**src/design/fcdma_pkg.sv**
```systemverilog
// shared types and codes for the four-channel dma controller
// no dependencies; used by the top level and by the port checker

package fcdma_pkg;

    typedef struct packed {
        logic [1:0] opcode;
        logic [3:0] reg_addr;
        logic [7:0] wdata;
        logic [1:0] channel;
        logic       fdc_request;
    } t_in_item;

    typedef struct packed {
        logic [2:0]  kind;
        logic [15:0] bus_address;
        logic [7:0]  rdata;
        logic [1:0]  fdc_tc;
    } t_out_item;

    // item opcodes
    localparam logic [1:0] OP_REG_WR  = 2'd0;
    localparam logic [1:0] OP_REG_RD  = 2'd1;
    localparam logic [1:0] OP_SERVICE = 2'd2;
    localparam logic [1:0] OP_RETURN  = 2'd3;

    // result kinds
    localparam logic [2:0] KIND_READ_DATA  = 3'd0;
    localparam logic [2:0] KIND_NOTHING    = 3'd1;
    localparam logic [2:0] KIND_WRITE_DONE = 3'd2;
    localparam logic [2:0] KIND_MEM_READ   = 3'd3;
    localparam logic [2:0] KIND_MEM_WRITE  = 3'd4;
    localparam logic [2:0] KIND_FDC_WRITE  = 3'd5;
    localparam logic [2:0] KIND_FDC_READ   = 3'd6;
    localparam logic [2:0] KIND_BUSY       = 3'd7;

    // floppy terminal count codes
    localparam logic [1:0] TC_NONE    = 2'd0;
    localparam logic [1:0] TC_ASSERT  = 2'd1;
    localparam logic [1:0] TC_RELEASE = 2'd2;

    // channel-3 transfer type, mode bits 3..2
    localparam logic [1:0] MODE_VERIFY     = 2'd0;
    localparam logic [1:0] MODE_MEM_TO_FDC = 2'd1;
    localparam logic [1:0] MODE_FDC_TO_MEM = 2'd2;

    // register addresses above the address/count pairs
    localparam logic [3:0] REG_COMMAND  = 4'd8;
    localparam logic [3:0] REG_REQUEST  = 4'd9;
    localparam logic [3:0] REG_SGL_MASK = 4'd10;
    localparam logic [3:0] REG_MODE     = 4'd11;
    localparam logic [3:0] REG_CLR_FF   = 4'd12;
    localparam logic [3:0] REG_MCLR     = 4'd13;
    localparam logic [3:0] REG_CLR_MASK = 4'd14;
    localparam logic [3:0] REG_ALL_MASK = 4'd15;

endpackage

```
**src/design/four_channel_dma_controller.sv**
```systemverilog
// four-channel dma controller top level
// depends on fcdma_pkg; per-channel state lives in a memory with a registered read

// Takes one item per clock while o_stall is low and returns exactly one result
// for each item. In an item's read step the per-channel record of the channel
// it touches (base and current address, base and current count, mode) is read
// from the channel memory; in its update step the record is updated and
// written back and the result is loaded into the output register. A write-back
// to the channel that the next item reads is forwarded, so items follow each
// other with no gap. The output register holds a result while the far side
// stalls; the input is stalled only when both the output register and the
// update stage are full. Channel records start out as zero through per-entry
// valid bits, so no clearing pass is needed after reset.
module four_channel_dma_controller #(
    parameter int NUM_CHANNELS = 4
) (
    input  logic                 i_clk,
    input  logic                 i_rst_n,
    input  logic                 i_valid,
    output logic                 o_stall,
    input  fcdma_pkg::t_in_item  i_data,
    output logic                 o_valid,
    input  logic                 i_stall,
    output fcdma_pkg::t_out_item o_data
);

    localparam int CH_W = $clog2(NUM_CHANNELS);

    localparam logic [1:0] PEND_NONE    = 2'd0;
    localparam logic [1:0] PEND_M2M_SRC = 2'd1;
    localparam logic [1:0] PEND_FDC2MEM = 2'd2;
    localparam logic [1:0] PEND_MEM2FDC = 2'd3;

    typedef struct packed {
        logic [15:0] base_a;
        logic [15:0] cur_a;
        logic [15:0] base_c;
        logic [15:0] cur_c;
        logic [7:0]  mode;
    } t_chan_rec;

    // channel memory and its read side
    t_chan_rec              r_mem [NUM_CHANNELS];
    t_chan_rec              r_rd;
    t_chan_rec              r_fwd;
    logic                   r_fwd_hit;
    logic                   r_rd_ok;
    logic [NUM_CHANNELS-1:0] r_ent_vld;

    // update stage
    logic                   r_s1_valid;
    fcdma_pkg::t_in_item    r_s1;
    logic [CH_W-1:0]        r_s1_ch;

    // shared registers
    logic [7:0] r_command, n_command;
    logic [7:0] r_status, n_status;
    logic [7:0] r_temp, n_temp;
    logic [3:0] r_mask, n_mask;
    logic       r_request, n_request;
    logic       r_bptr, n_bptr;
    logic [1:0] r_pend, n_pend;
    logic [CH_W-1:0] r_pend_ch, n_pend_ch;

    logic                 r_out_valid;
    fcdma_pkg::t_out_item r_out, n_out;

    t_chan_rec       rec, n_rec;
    logic            accept, s1_fire;
    logic [CH_W-1:0] rd_ch;
    logic [CH_W-1:0] ret_ch;
    logic [3:0]      done_nib;

    function automatic logic [15:0] put_byte(input logic [15:0] w, input logic hi,
                                             input logic [7:0] v);
        put_byte = hi ? {v, w[7:0]} : {w[15:8], v};
    endfunction

    function automatic logic [15:0] step_addr(input logic [15:0] a, input logic [7:0] m);
        step_addr = m[5] ? a - 16'd1 : a + 16'd1;
    endfunction

    // one counted transfer; terminal count when the count wraps past zero
    function automatic t_chan_rec count_rec(input t_chan_rec r);
        t_chan_rec c;
        c = r;
        c.cur_a = step_addr(r.cur_a, r.mode);
        c.cur_c = r.cur_c - 16'd1;
        if (r.cur_c == 16'h0000 && r.mode[4]) begin
            c.cur_a = r.base_a;
            c.cur_c = r.base_c;
        end
        count_rec = c;
    endfunction

    assign s1_fire = r_s1_valid && (!r_out_valid || !i_stall);
    assign o_stall = r_s1_valid && r_out_valid && i_stall;
    assign accept  = i_valid && !o_stall;

    // a return reads the channel left pending by the item now completing
    assign ret_ch = r_s1_valid ? n_pend_ch : r_pend_ch;

    always_comb begin
        case (i_data.opcode)
            fcdma_pkg::OP_REG_WR:
                rd_ch = (i_data.reg_addr == fcdma_pkg::REG_MODE) ?
                        i_data.wdata[CH_W-1:0] : i_data.reg_addr[CH_W:1];
            fcdma_pkg::OP_REG_RD:  rd_ch = i_data.reg_addr[CH_W:1];
            fcdma_pkg::OP_SERVICE: rd_ch = i_data.channel[CH_W-1:0];
            default:               rd_ch = ret_ch;
        endcase
    end

    assign rec = r_fwd_hit ? r_fwd : (r_rd_ok ? r_rd : '0);
    assign done_nib = r_status[7:4];

    always_comb begin
        n_rec     = rec;
        n_command = r_command;
        n_status  = r_status;
        n_temp    = r_temp;
        n_mask    = r_mask;
        n_request = r_request;
        n_bptr    = r_bptr;
        n_pend    = r_pend;
        n_pend_ch = r_pend_ch;
        n_out     = '{kind: fcdma_pkg::KIND_NOTHING, bus_address: 16'h0000,
                      rdata: 8'h00, fdc_tc: fcdma_pkg::TC_NONE};

        case (r_s1.opcode)
            fcdma_pkg::OP_REG_WR: begin
                n_out.kind = fcdma_pkg::KIND_WRITE_DONE;
                if (!r_s1.reg_addr[3]) begin
                    n_bptr = !r_bptr;
                    if (r_s1.reg_addr[0]) begin
                        n_rec.base_c = put_byte(rec.base_c, r_bptr, r_s1.wdata);
                        n_rec.cur_c  = n_rec.base_c;
                    end else begin
                        n_rec.base_a = put_byte(rec.base_a, r_bptr, r_s1.wdata);
                        n_rec.cur_a  = n_rec.base_a;
                    end
                end else begin
                    case (r_s1.reg_addr)
                        fcdma_pkg::REG_COMMAND: n_command = r_s1.wdata;
                        fcdma_pkg::REG_REQUEST: n_request = r_s1.wdata[0];
                        fcdma_pkg::REG_SGL_MASK:
                            n_mask[r_s1.wdata[1:0]] = r_s1.wdata[2];
                        fcdma_pkg::REG_MODE:   n_rec.mode = r_s1.wdata;
                        fcdma_pkg::REG_CLR_FF: n_bptr = 1'b0;
                        fcdma_pkg::REG_MCLR: begin
                            n_bptr    = 1'b0;
                            n_command = 8'h00;
                            n_status  = 8'h00;
                            n_request = 1'b0;
                            n_temp    = 8'h00;
                            n_mask    = 4'hF;
                        end
                        fcdma_pkg::REG_CLR_MASK: n_mask = 4'h0;
                        default:                 n_mask = r_s1.wdata[3:0];
                    endcase
                end
            end
            fcdma_pkg::OP_REG_RD: begin
                n_out.kind = fcdma_pkg::KIND_READ_DATA;
                if (!r_s1.reg_addr[3]) begin
                    n_bptr = !r_bptr;
                    if (r_s1.reg_addr[0])
                        n_out.rdata = r_bptr ? rec.cur_c[15:8] : rec.cur_c[7:0];
                    else
                        n_out.rdata = r_bptr ? rec.cur_a[15:8] : rec.cur_a[7:0];
                end else if (r_s1.reg_addr == fcdma_pkg::REG_COMMAND) begin
                    // status shares the command address on reads
                    n_out.rdata  = r_status;
                    n_status     = {4'h0, r_status[3:0]};
                    n_out.fdc_tc = fcdma_pkg::TC_RELEASE;
                end else if (r_s1.reg_addr == fcdma_pkg::REG_MCLR) begin
                    n_out.rdata = r_temp;
                end else begin
                    n_out.rdata = 8'hFF;
                end
            end
            fcdma_pkg::OP_SERVICE: begin
                if (r_pend != PEND_NONE) begin
                    n_out.kind = fcdma_pkg::KIND_BUSY;
                end else if (r_command[2] || r_mask[r_s1_ch] || done_nib[r_s1_ch]) begin
                    n_out.kind = fcdma_pkg::KIND_NOTHING;
                end else if (r_request && r_command[0] && r_s1_ch == CH_W'(0)) begin
                    n_out.kind        = fcdma_pkg::KIND_MEM_READ;
                    n_out.bus_address = rec.cur_a;
                    n_pend            = PEND_M2M_SRC;
                    n_pend_ch         = r_s1_ch;
                end else if (r_request && r_command[0] && r_s1_ch == CH_W'(1)) begin
                    n_out.kind        = fcdma_pkg::KIND_MEM_WRITE;
                    n_out.bus_address = rec.cur_a;
                    n_out.rdata       = r_temp;
                    n_rec             = count_rec(rec);
                    if (rec.cur_c == 16'h0000)
                        n_status = r_status | (8'h10 << r_s1_ch);
                end else if (r_s1_ch != CH_W'(3) || !r_s1.fdc_request) begin
                    n_out.kind = fcdma_pkg::KIND_NOTHING;
                end else begin
                    case (rec.mode[3:2])
                        fcdma_pkg::MODE_VERIFY: begin
                            // verify: floppy byte dropped, step counted now
                            n_out.kind = fcdma_pkg::KIND_FDC_READ;
                            n_rec      = count_rec(rec);
                            if (rec.cur_c == 16'h0000) begin
                                n_status     = r_status | (8'h10 << r_s1_ch);
                                n_out.fdc_tc = fcdma_pkg::TC_ASSERT;
                            end
                        end
                        fcdma_pkg::MODE_MEM_TO_FDC: begin
                            n_out.kind        = fcdma_pkg::KIND_MEM_READ;
                            n_out.bus_address = rec.cur_a;
                            n_pend            = PEND_MEM2FDC;
                            n_pend_ch         = r_s1_ch;
                        end
                        fcdma_pkg::MODE_FDC_TO_MEM: begin
                            n_out.kind = fcdma_pkg::KIND_FDC_READ;
                            n_pend     = PEND_FDC2MEM;
                            n_pend_ch  = r_s1_ch;
                        end
                        default: n_out.kind = fcdma_pkg::KIND_NOTHING;
                    endcase
                end
            end
            default: begin
                n_pend = PEND_NONE;
                case (r_pend)
                    PEND_M2M_SRC: begin
                        n_temp = r_s1.wdata;
                        if (!r_command[1])
                            n_rec.cur_a = step_addr(rec.cur_a, rec.mode);
                        n_rec.cur_c = rec.cur_c - 16'd1;
                    end
                    PEND_FDC2MEM, PEND_MEM2FDC: begin
                        if (r_pend == PEND_FDC2MEM) begin
                            n_out.kind        = fcdma_pkg::KIND_MEM_WRITE;
                            n_out.bus_address = rec.cur_a;
                        end else begin
                            n_out.kind = fcdma_pkg::KIND_FDC_WRITE;
                        end
                        n_out.rdata = r_s1.wdata;
                        n_rec       = count_rec(rec);
                        if (rec.cur_c == 16'h0000) begin
                            n_status = r_status | (8'h10 << r_s1_ch);
                            if (r_s1_ch == CH_W'(3))
                                n_out.fdc_tc = fcdma_pkg::TC_ASSERT;
                        end
                    end
                    default: n_out.kind = fcdma_pkg::KIND_NOTHING;
                endcase
            end
        endcase
    end

    // channel memory: write-back from the update stage, registered read
    always_ff @(posedge i_clk) begin
        if (s1_fire)
            r_mem[r_s1_ch] <= n_rec;
    end

    always_ff @(posedge i_clk) begin
        if (accept)
            r_rd <= r_mem[rd_ch];
    end

    always_ff @(posedge i_clk) begin
        if (!i_rst_n) begin
            r_ent_vld   <= '0;
            r_fwd_hit   <= 1'b0;
            r_rd_ok     <= 1'b0;
            r_s1_valid  <= 1'b0;
            r_out_valid <= 1'b0;
            r_command   <= 8'h00;
            r_status    <= 8'h00;
            r_temp      <= 8'h00;
            r_mask      <= 4'h0;
            r_request   <= 1'b0;
            r_bptr      <= 1'b0;
            r_pend      <= PEND_NONE;
            r_pend_ch   <= '0;
        end else begin
            if (accept) begin
                r_s1_valid <= 1'b1;
                r_s1       <= i_data;
                r_s1_ch    <= rd_ch;
                r_rd_ok    <= r_ent_vld[rd_ch];
                // read and write-back of the same channel in one cycle
                r_fwd_hit  <= s1_fire && (r_s1_ch == rd_ch);
                r_fwd      <= n_rec;
            end else if (s1_fire) begin
                r_s1_valid <= 1'b0;
            end

            if (s1_fire) begin
                r_ent_vld[r_s1_ch] <= 1'b1;
                r_command   <= n_command;
                r_status    <= n_status;
                r_temp      <= n_temp;
                r_mask      <= n_mask;
                r_request   <= n_request;
                r_bptr      <= n_bptr;
                r_pend      <= n_pend;
                r_pend_ch   <= n_pend_ch;
                r_out_valid <= 1'b1;
                r_out       <= n_out;
            end else if (!i_stall) begin
                r_out_valid <= 1'b0;
            end
        end
    end

    assign o_valid = r_out_valid;
    assign o_data  = r_out;

endmodule

```
**config.mk**
```make
export PLATFORM = sky130hd
export DESIGN_NAME = four_channel_dma_controller
export DESIGN_NICKNAME = d
export VERILOG_FILES = /design/src/design/fcdma_pkg.sv /design/src/design/four_channel_dma_controller.sv
export SDC_FILE = /design/constraint.sdc
export NUM_CORES = 1
export LEC_CHECK = 0
export BUFFER_PORTS_ARGS = -buffer_cell sky130_fd_sc_hd__buf_2
export CELL_PAD_IN_SITES_DETAIL_PLACEMENT = 1
export CELL_PAD_IN_SITES_GLOBAL_PLACEMENT = 2
export CORE_MARGIN = 2
export CORE_UTILIZATION = 47
export DETAILED_ROUTE_END_ITERATION = 6
export PLACE_DENSITY = 0.89
export SKIP_LAST_GASP = 1
export SLEW_MARGIN = 15
export SYNTH_ARGS = -nofsm -noshare
export SYNTH_HDL_FRONTEND = slang
export SYNTH_SLANG_ARGS = --single-unit
```
**constraint.sdc**
```tcl
create_clock -name i_clk -period 15.62 [get_ports i_clk]
set_clock_uncertainty 0.15 [all_clocks]
set_input_delay 2.343 -clock i_clk [delete_from_list [all_inputs] [get_ports i_clk]]
set_output_delay 2.343 -clock i_clk [all_outputs]
set_load 0.03 [all_outputs]
```
# Yosys cells after proc, flatten, opt, wreduce, memory -nomap -nowiden
# Memory sizes are Yosys's and may differ from the RTL's. A register that Yosys moved wholly into a read port is not among the register bits.
# Cells that the tools add are included.
dict set report word_totals {
  reg_bits 155
  ramBits 288
  inputBits 21
  wordCells 241
  mem_count 1
}
# memory words word_bits read_ports rd_clocked_by_memory_dff write_ports line_no
set mem_list {}
lappend mem_list {r_mem 4 72 1 1 1 four_channel_dma_controller.sv:43} ;# t_chan_rec r_mem [NUM_CHANNELS];
dict set report op_classes {
  n_addsub 3
  order_cmp 5
  n_eq_ne 36
  n_shift 1
  mux 111
  bitwise_logic 6
  reduce_logical 50
}
# operator count
set op_table {}
lappend op_table {{56-bit 2-to-1 mux} 6}
lappend op_table {{72-bit case mux with 3 select lines} 1}
lappend op_table {{8-bit 2-to-1 mux} 22}
lappend op_table {{16-bit 2-to-1 mux} 9}
lappend op_table {{72-bit 2-to-1 mux} 2}
lappend op_table {{16-bit case mux with 2 select lines} 3}
lappend op_table {{26-bit 2-to-1 mux} 3}
lappend op_table {{32-bit 2-to-1 mux} 2}
lappend op_table {{64-bit 2-to-1 mux} 1}
lappend op_table {{19-bit 2-to-1 mux} 2}
lappend op_table {{2-bit 2-to-1 mux} 17}
lappend op_table {{4-bit equality test (second input constant)} 8}
lappend op_table {{16-bit by 1-bit subtractor with 16-bit output (second input constant)} 2}
lappend op_table {{10-bit case mux with 3 select lines} 1}
lappend op_table {{8-bit case mux with 3 select lines} 1}
lappend op_table {{1-bit 2-to-1 mux} 20}
lappend op_table {{2-bit != test (second input constant)} 9}
lappend op_table {{16-bit by 1-bit adder with 16-bit output (second input constant)} 1}
lappend op_table {{16-bit logical NOT} 1}
lappend op_table {{4-bit case mux with 4 select lines} 1}
lappend op_table {{8-bit case mux with 2 select lines} 1}
lappend op_table {{4-bit AND reduction} 4}
lappend op_table {{2-bit equality test (second input constant)} 6}
lappend op_table {{3-bit 2-to-1 mux} 4}
lappend op_table {{other kinds (35)} 85}

# Depth between registers and ports, before layout
dict set report depth {
  word_depth 15
  mapped_depth 17
}

# Worst setup path after synthesis
# Ideal clock, no wire load.
dict set report synth_path {
  path_kind {input to register}
  from {input port i_stall}
  to {register r_fwd[10] (netlist name) (enable)}
  setup_time_ps 439
  arrival_time_ps 7813
  path_slack_ps 7218
  cell_stages 5
  n_path_buf 0
  cell_sequence {nand2_1 -> nor2_1 -> nor2b_1 -> nand2_1 -> inv_1}
}
dict set report synth_via {
  elab_chain_cells 4
}
# element line_no
set synth_lines {}
lappend synth_lines {{start: declaration} four_channel_dma_controller.sv:23} ;# input logic i_stall,
lappend synth_lines {{1-bit logical AND} four_channel_dma_controller.sv:97} ;# assign o_stall = r_s1_valid && r_out_valid && i_stall;
lappend synth_lines {{via o_stall} four_channel_dma_controller.sv:20} ;# output logic o_stall,
lappend synth_lines {{1-bit logical NOT} four_channel_dma_controller.sv:98} ;# assign accept = i_valid && !o_stall;
lappend synth_lines {{1-bit logical AND} four_channel_dma_controller.sv:98}
lappend synth_lines {{via accept} four_channel_dma_controller.sv:69} ;# logic accept, s1_fire;
lappend synth_lines {{2-bit AND reduction (no line)} -}
lappend synth_lines {{end signal: assignment} four_channel_dma_controller.sv:291} ;# r_fwd <= n_rec;
lappend synth_lines {{end: declaration} four_channel_dma_controller.sv:45} ;# t_chan_rec r_fwd;
# The timed path passes the listed nets, and every way through them passes these cells.
# A chain may end at the register's enable or synchronous reset.

# Worst setup path after layout
dict set report layout_path {
  from {register r_rd_ok}
  to {register r_rd[44] (netlist name)}
}
dict set report layout_via {
  elab_chain_cells 13
}
# element line_no
set layout_lines {}
lappend layout_lines {{start: declaration} four_channel_dma_controller.sv:47} ;# logic r_rd_ok;
lappend layout_lines {{start signal: assignment} four_channel_dma_controller.sv:288} ;# r_rd_ok <= r_ent_vld[rd_ch];
lappend layout_lines {{72-bit 2-to-1 mux (*) (2 in a row)} four_channel_dma_controller.sv:114} ;# assign rec = r_fwd_hit ? r_fwd : (r_rd_ok ? r_rd : '0);
lappend layout_lines {{2-bit by 1-bit equality test with 1-bit output / 2-bit equality test (equally long branches)} four_channel_dma_controller.sv:202} ;# case (rec.mode[3:2])
lappend layout_lines {{2-bit OR reduction (no line) (*)} -}
lappend layout_lines {{2-bit 2-to-1 mux (*)} four_channel_dma_controller.sv:202}
lappend layout_lines {{2-bit 2-to-1 mux (*)} four_channel_dma_controller.sv:199} ;# end else if (r_s1_ch != CH_W'(3) || !r_s1.fdc_request) begin
lappend layout_lines {{2-bit 2-to-1 mux (*)} four_channel_dma_controller.sv:192} ;# end else if (r_request && r_command[0] && r_s1_ch == CH_W'(1)) begin
lappend layout_lines {{2-bit 2-to-1 mux (*)} four_channel_dma_controller.sv:187} ;# end else if (r_request && r_command[0] && r_s1_ch == CH_W'(0)) begin
lappend layout_lines {{2-bit 2-to-1 mux (*)} four_channel_dma_controller.sv:185} ;# end else if (r_command[2] || r_mask[r_s1_ch] || done_nib[r_s1_ch]) begin
lappend layout_lines {{2-bit 2-to-1 mux (*)} four_channel_dma_controller.sv:183} ;# if (r_pend != PEND_NONE) begin
lappend layout_lines {{2-bit 2-to-1 mux (*)} four_channel_dma_controller.sv:130} ;# case (r_s1.opcode)
lappend layout_lines {{2-bit 2-to-1 mux (*)} four_channel_dma_controller.sv:101} ;# assign ret_ch = r_s1_valid ? n_pend_ch : r_pend_ch;
lappend layout_lines {{2-bit case mux with 3 select lines (*)} four_channel_dma_controller.sv:104} ;# case (i_data.opcode)
# Every way passes the cells marked *; elsewhere a longest branch is shown, timed or not.

==> flow_summary.yaml <==
synth:
  ys_ff_latch: 491
  syn_inst: 2029
  synth-seq-area-share: 0.602
  synth_ff_type: "edfxtp_1"
  avgSynthCellArea_sq_um: 11.8
  synth_edf_count: 454
  yosysMostFrequentCell: "edfxtp_1"
  yosysWarnings: 0
  synth_area_leaders: "edfxtp_1 57%, a21oi_1 4.3%, mux2i_1 3.6%"
  ys_types: 91
  synth_commonest_cells: "454 x edfxtp_1, 207 x a21oi_1, 198 x nor2_1"
  synth_top_area_frac: 0.571
  yosysTopAreaCell: "edfxtp_1"
  synth_area_sq_um: 23900
  async_reset_ff_frac: 0
  synth_fp_nets: 2070
worst_setup_path:
  cp-start-kind: "flop"
  rr_worst_depth: 12
  reg2reg_slack_ns: 9.98
  critPathCaptureType: "flop"
  r2r_start: "r_rd_ok"
  crit_top_cell: "buf_4"
  crit_type: "flop to flop"
  critPathMaxStageDelay_ns: 0.83
  cp_slowest_cell: "buf_4"
  crit_chain: "buf_4 -> nor2b_4 -> buf_4 -> a22oi_1 -> ha_1 -> nand4_1 -> nor3_2 -> nor2_1 -> o221ai_4 -> buf_4 -> buf_4 -> a21oi_1"
  cp.required_ns: 15.77
  r2r_end: "r_rd[44]"
  critPathArrivalTime_ns: 5.79
  crit_path_max_fanout: 81
layout:
  multi_input_area_sq_um: 8830
  area_growth_pct: 10.1
  fill_cells: 5189
  nNetsFinal: 2078
  seq_area_sq_um: 14400
  antenna_cells: 0
  final_cell_area_sq_um: 26300
  fin_cells: 2750
  drive_above_1_share: 0.133
drt:
  vias_per_cell: 6.40
  vias: 17610
  drtIter0Drc: 1688
  drc_errors: 0
  wl_microns: 75100
  drt.antenna.violating_nets: 0
  wire_per_inst_microns: 27.3
  firstDrtPassIters: 5
floorplanning:
  rows: 82
  initial_utilization: 0.476
  die_w_microns: 229
  pin_count: 52
  core_sq_um: 50200
  die_h_microns: 229
  die-area_sq_um: 52600
sta:
  fin_crit_sh: 0.361
  drv_slew: 0
  grt_setup_unrepaired: "false"
  setup_total_negative_slack_ns: 0
  worst_slew_pin_slew_ns: 1.13
  relSlewSlack: 0.241
  setup_violations: 0
  fmax_mhz: 177
  final_hold_viol_count: 0
  fin_crit_ns: 5.64
placed_design:
  place_area_sq_um: 24700
  numPortBuffers: 51
  hpwl_microns: 48200
  place_congestion: 0.939
  dpl.cell_count: 2655
clock_tree:
  clk_latency_ns: 0.63
  cts_tree: "done"
  clkTransAtPathRegs_ns: 0.06
  cts_made_buffers: 52
  clk_path_buf_depth: 3
  cts.htree.levels: 2
  cts_root_buffer: "clkbuf_16"
  post_cts_buffers: 0
  holdBufCountCts: 0
  cts-resized-gates: 0
  cts_sinks: 491
hold_path:
  min_from: "r_pend_ch[1]"
  holdPathStages: 1
  hold_path_end: "r_pend_ch[1]"
  hold_path_class: "flop to flop"
global_route:
  grt-ovfl-total: 0
  antenna_found_initial: 1
  track_usage: 0.286
  grt_pass1_vias: 18281
  grt_pass1_wl_microns: 114000
  grt_max_degree: 141
power:
  power.leakage_nw: 9.05
  powerDensity_nw_per_um2: 110
  max-vdd-ir-drop_mv: 0.114
outcome:
  outcome: "finished clean"
run:
  drv_cap: 0
per-layer routing:
layer / wire [microns] / global-route usage / up-vias / part of all wire
met4: 2670 / 0.106 / 2 / 0.036
met5: 13 / 0 / - / 0.00017
li1: - / - / 7743 / -
met1: 31000 / 0.380 / 8975 / 0.41
met2: 35500 / 0.464 / 728 / 0.47
met3: 5970 / 0.0571 / 162 / 0.080
cell families after synthesis:
logic type / synth area share
buf+inv: 0.0324
mux: 0.0690
compound gates: 0.168
xor+xnor: 0.0128
flops: 0.602
fa+ha+maj: 0.0112
simple gates: 0.104
placed cells by master (no fill, tap or decap), drive strengths merged, types with 21 or more instances in the layout:
cell type,instances
nand3,38
nor3,23
o21a,21
o22ai,35
buf,90
o21ai,143
nor2b,23
mux2,70
dfxtp,37
mux2i,86
xnor2,26
nor2,198
a21oi,208
inv,37
edfxtp,454
nand2,130
nand2b,36
clkbuf,63
a211oi,27
a22oi,76
clkinv,26
power breakdown:
part,internal [W],switching [W]
clock network,0.000620,0.000523
logic,0.0000750,0.000168
registers,0.00148,0.0000247
per-stage QoR:
stage               hold slack [ns]  power, W   util  setup WS (ns)
floorplan                     0.284   0.00169      -           7.22
global route                  0.326   0.00298  0.524           9.74
finish                        0.320   0.00289  0.524           9.98
CTS                           0.319   0.00291  0.524          10.06
global placement              0.292   0.00176  0.493          10.11
detailed placement            0.304   0.00177  0.493          10.07
flip-flops by register name (all words and copies together) (netlist names):
name,count
r_status,8
r_fwd_hit,1
r_pend_ch,2
r_command,3
r_s1_valid,1
r_bptr,1
r_request,1
r_fwd,68
r_mask,4
r_mem,272
r_rd,68
r_s1_ch,2
r_pend,2
o_data,29
r_ent_vld,4
r_temp,8
o_valid,1
r_rd_ok,1
r_s1,15
critical path: cells and delay by family (launching register included):
family / cells / cell delay, ns
compound gates: 3 / 0.57
fa+ha+maj: 1 / 0.37
flops: 1 / 0.31
buf+inv: 4 / 2.49
simple gates: 4 / 1.29
worst max-delay path by stage:
stage / start / to / slack [ns] / cells after the start
finish: r_rd_ok / r_rd[44] / 9.98 / 12
global route: r_rd_ok / r_rd[2] / 9.74 / 13
CTS: r_rd_ok / r_rd[44] / 10.06 / 12
detailed placement: r_rd_ok / r_rd[58] / 10.07 / 12
global placement: i_stall / o_stall / 10.11 / 4
floorplan: i_stall / r_fwd[10] / 7.22 / 5
cell type report:
| class | instances | area share |
|---|---|---|
| Clock buffer | 63 | 0.0515 |
| Timing Repair Buffer | 90 | 0.0213 |
| Tap cell | 672 | 0.0320 |
| Clock inverter | 32 | 0.00747 |
| Multi-Input combinational cell | 1369 | 0.336 |
| Inverter | 33 | 0.00481 |
| Sequential cell | 491 | 0.547 |
(Power assumes the default switching activity.)
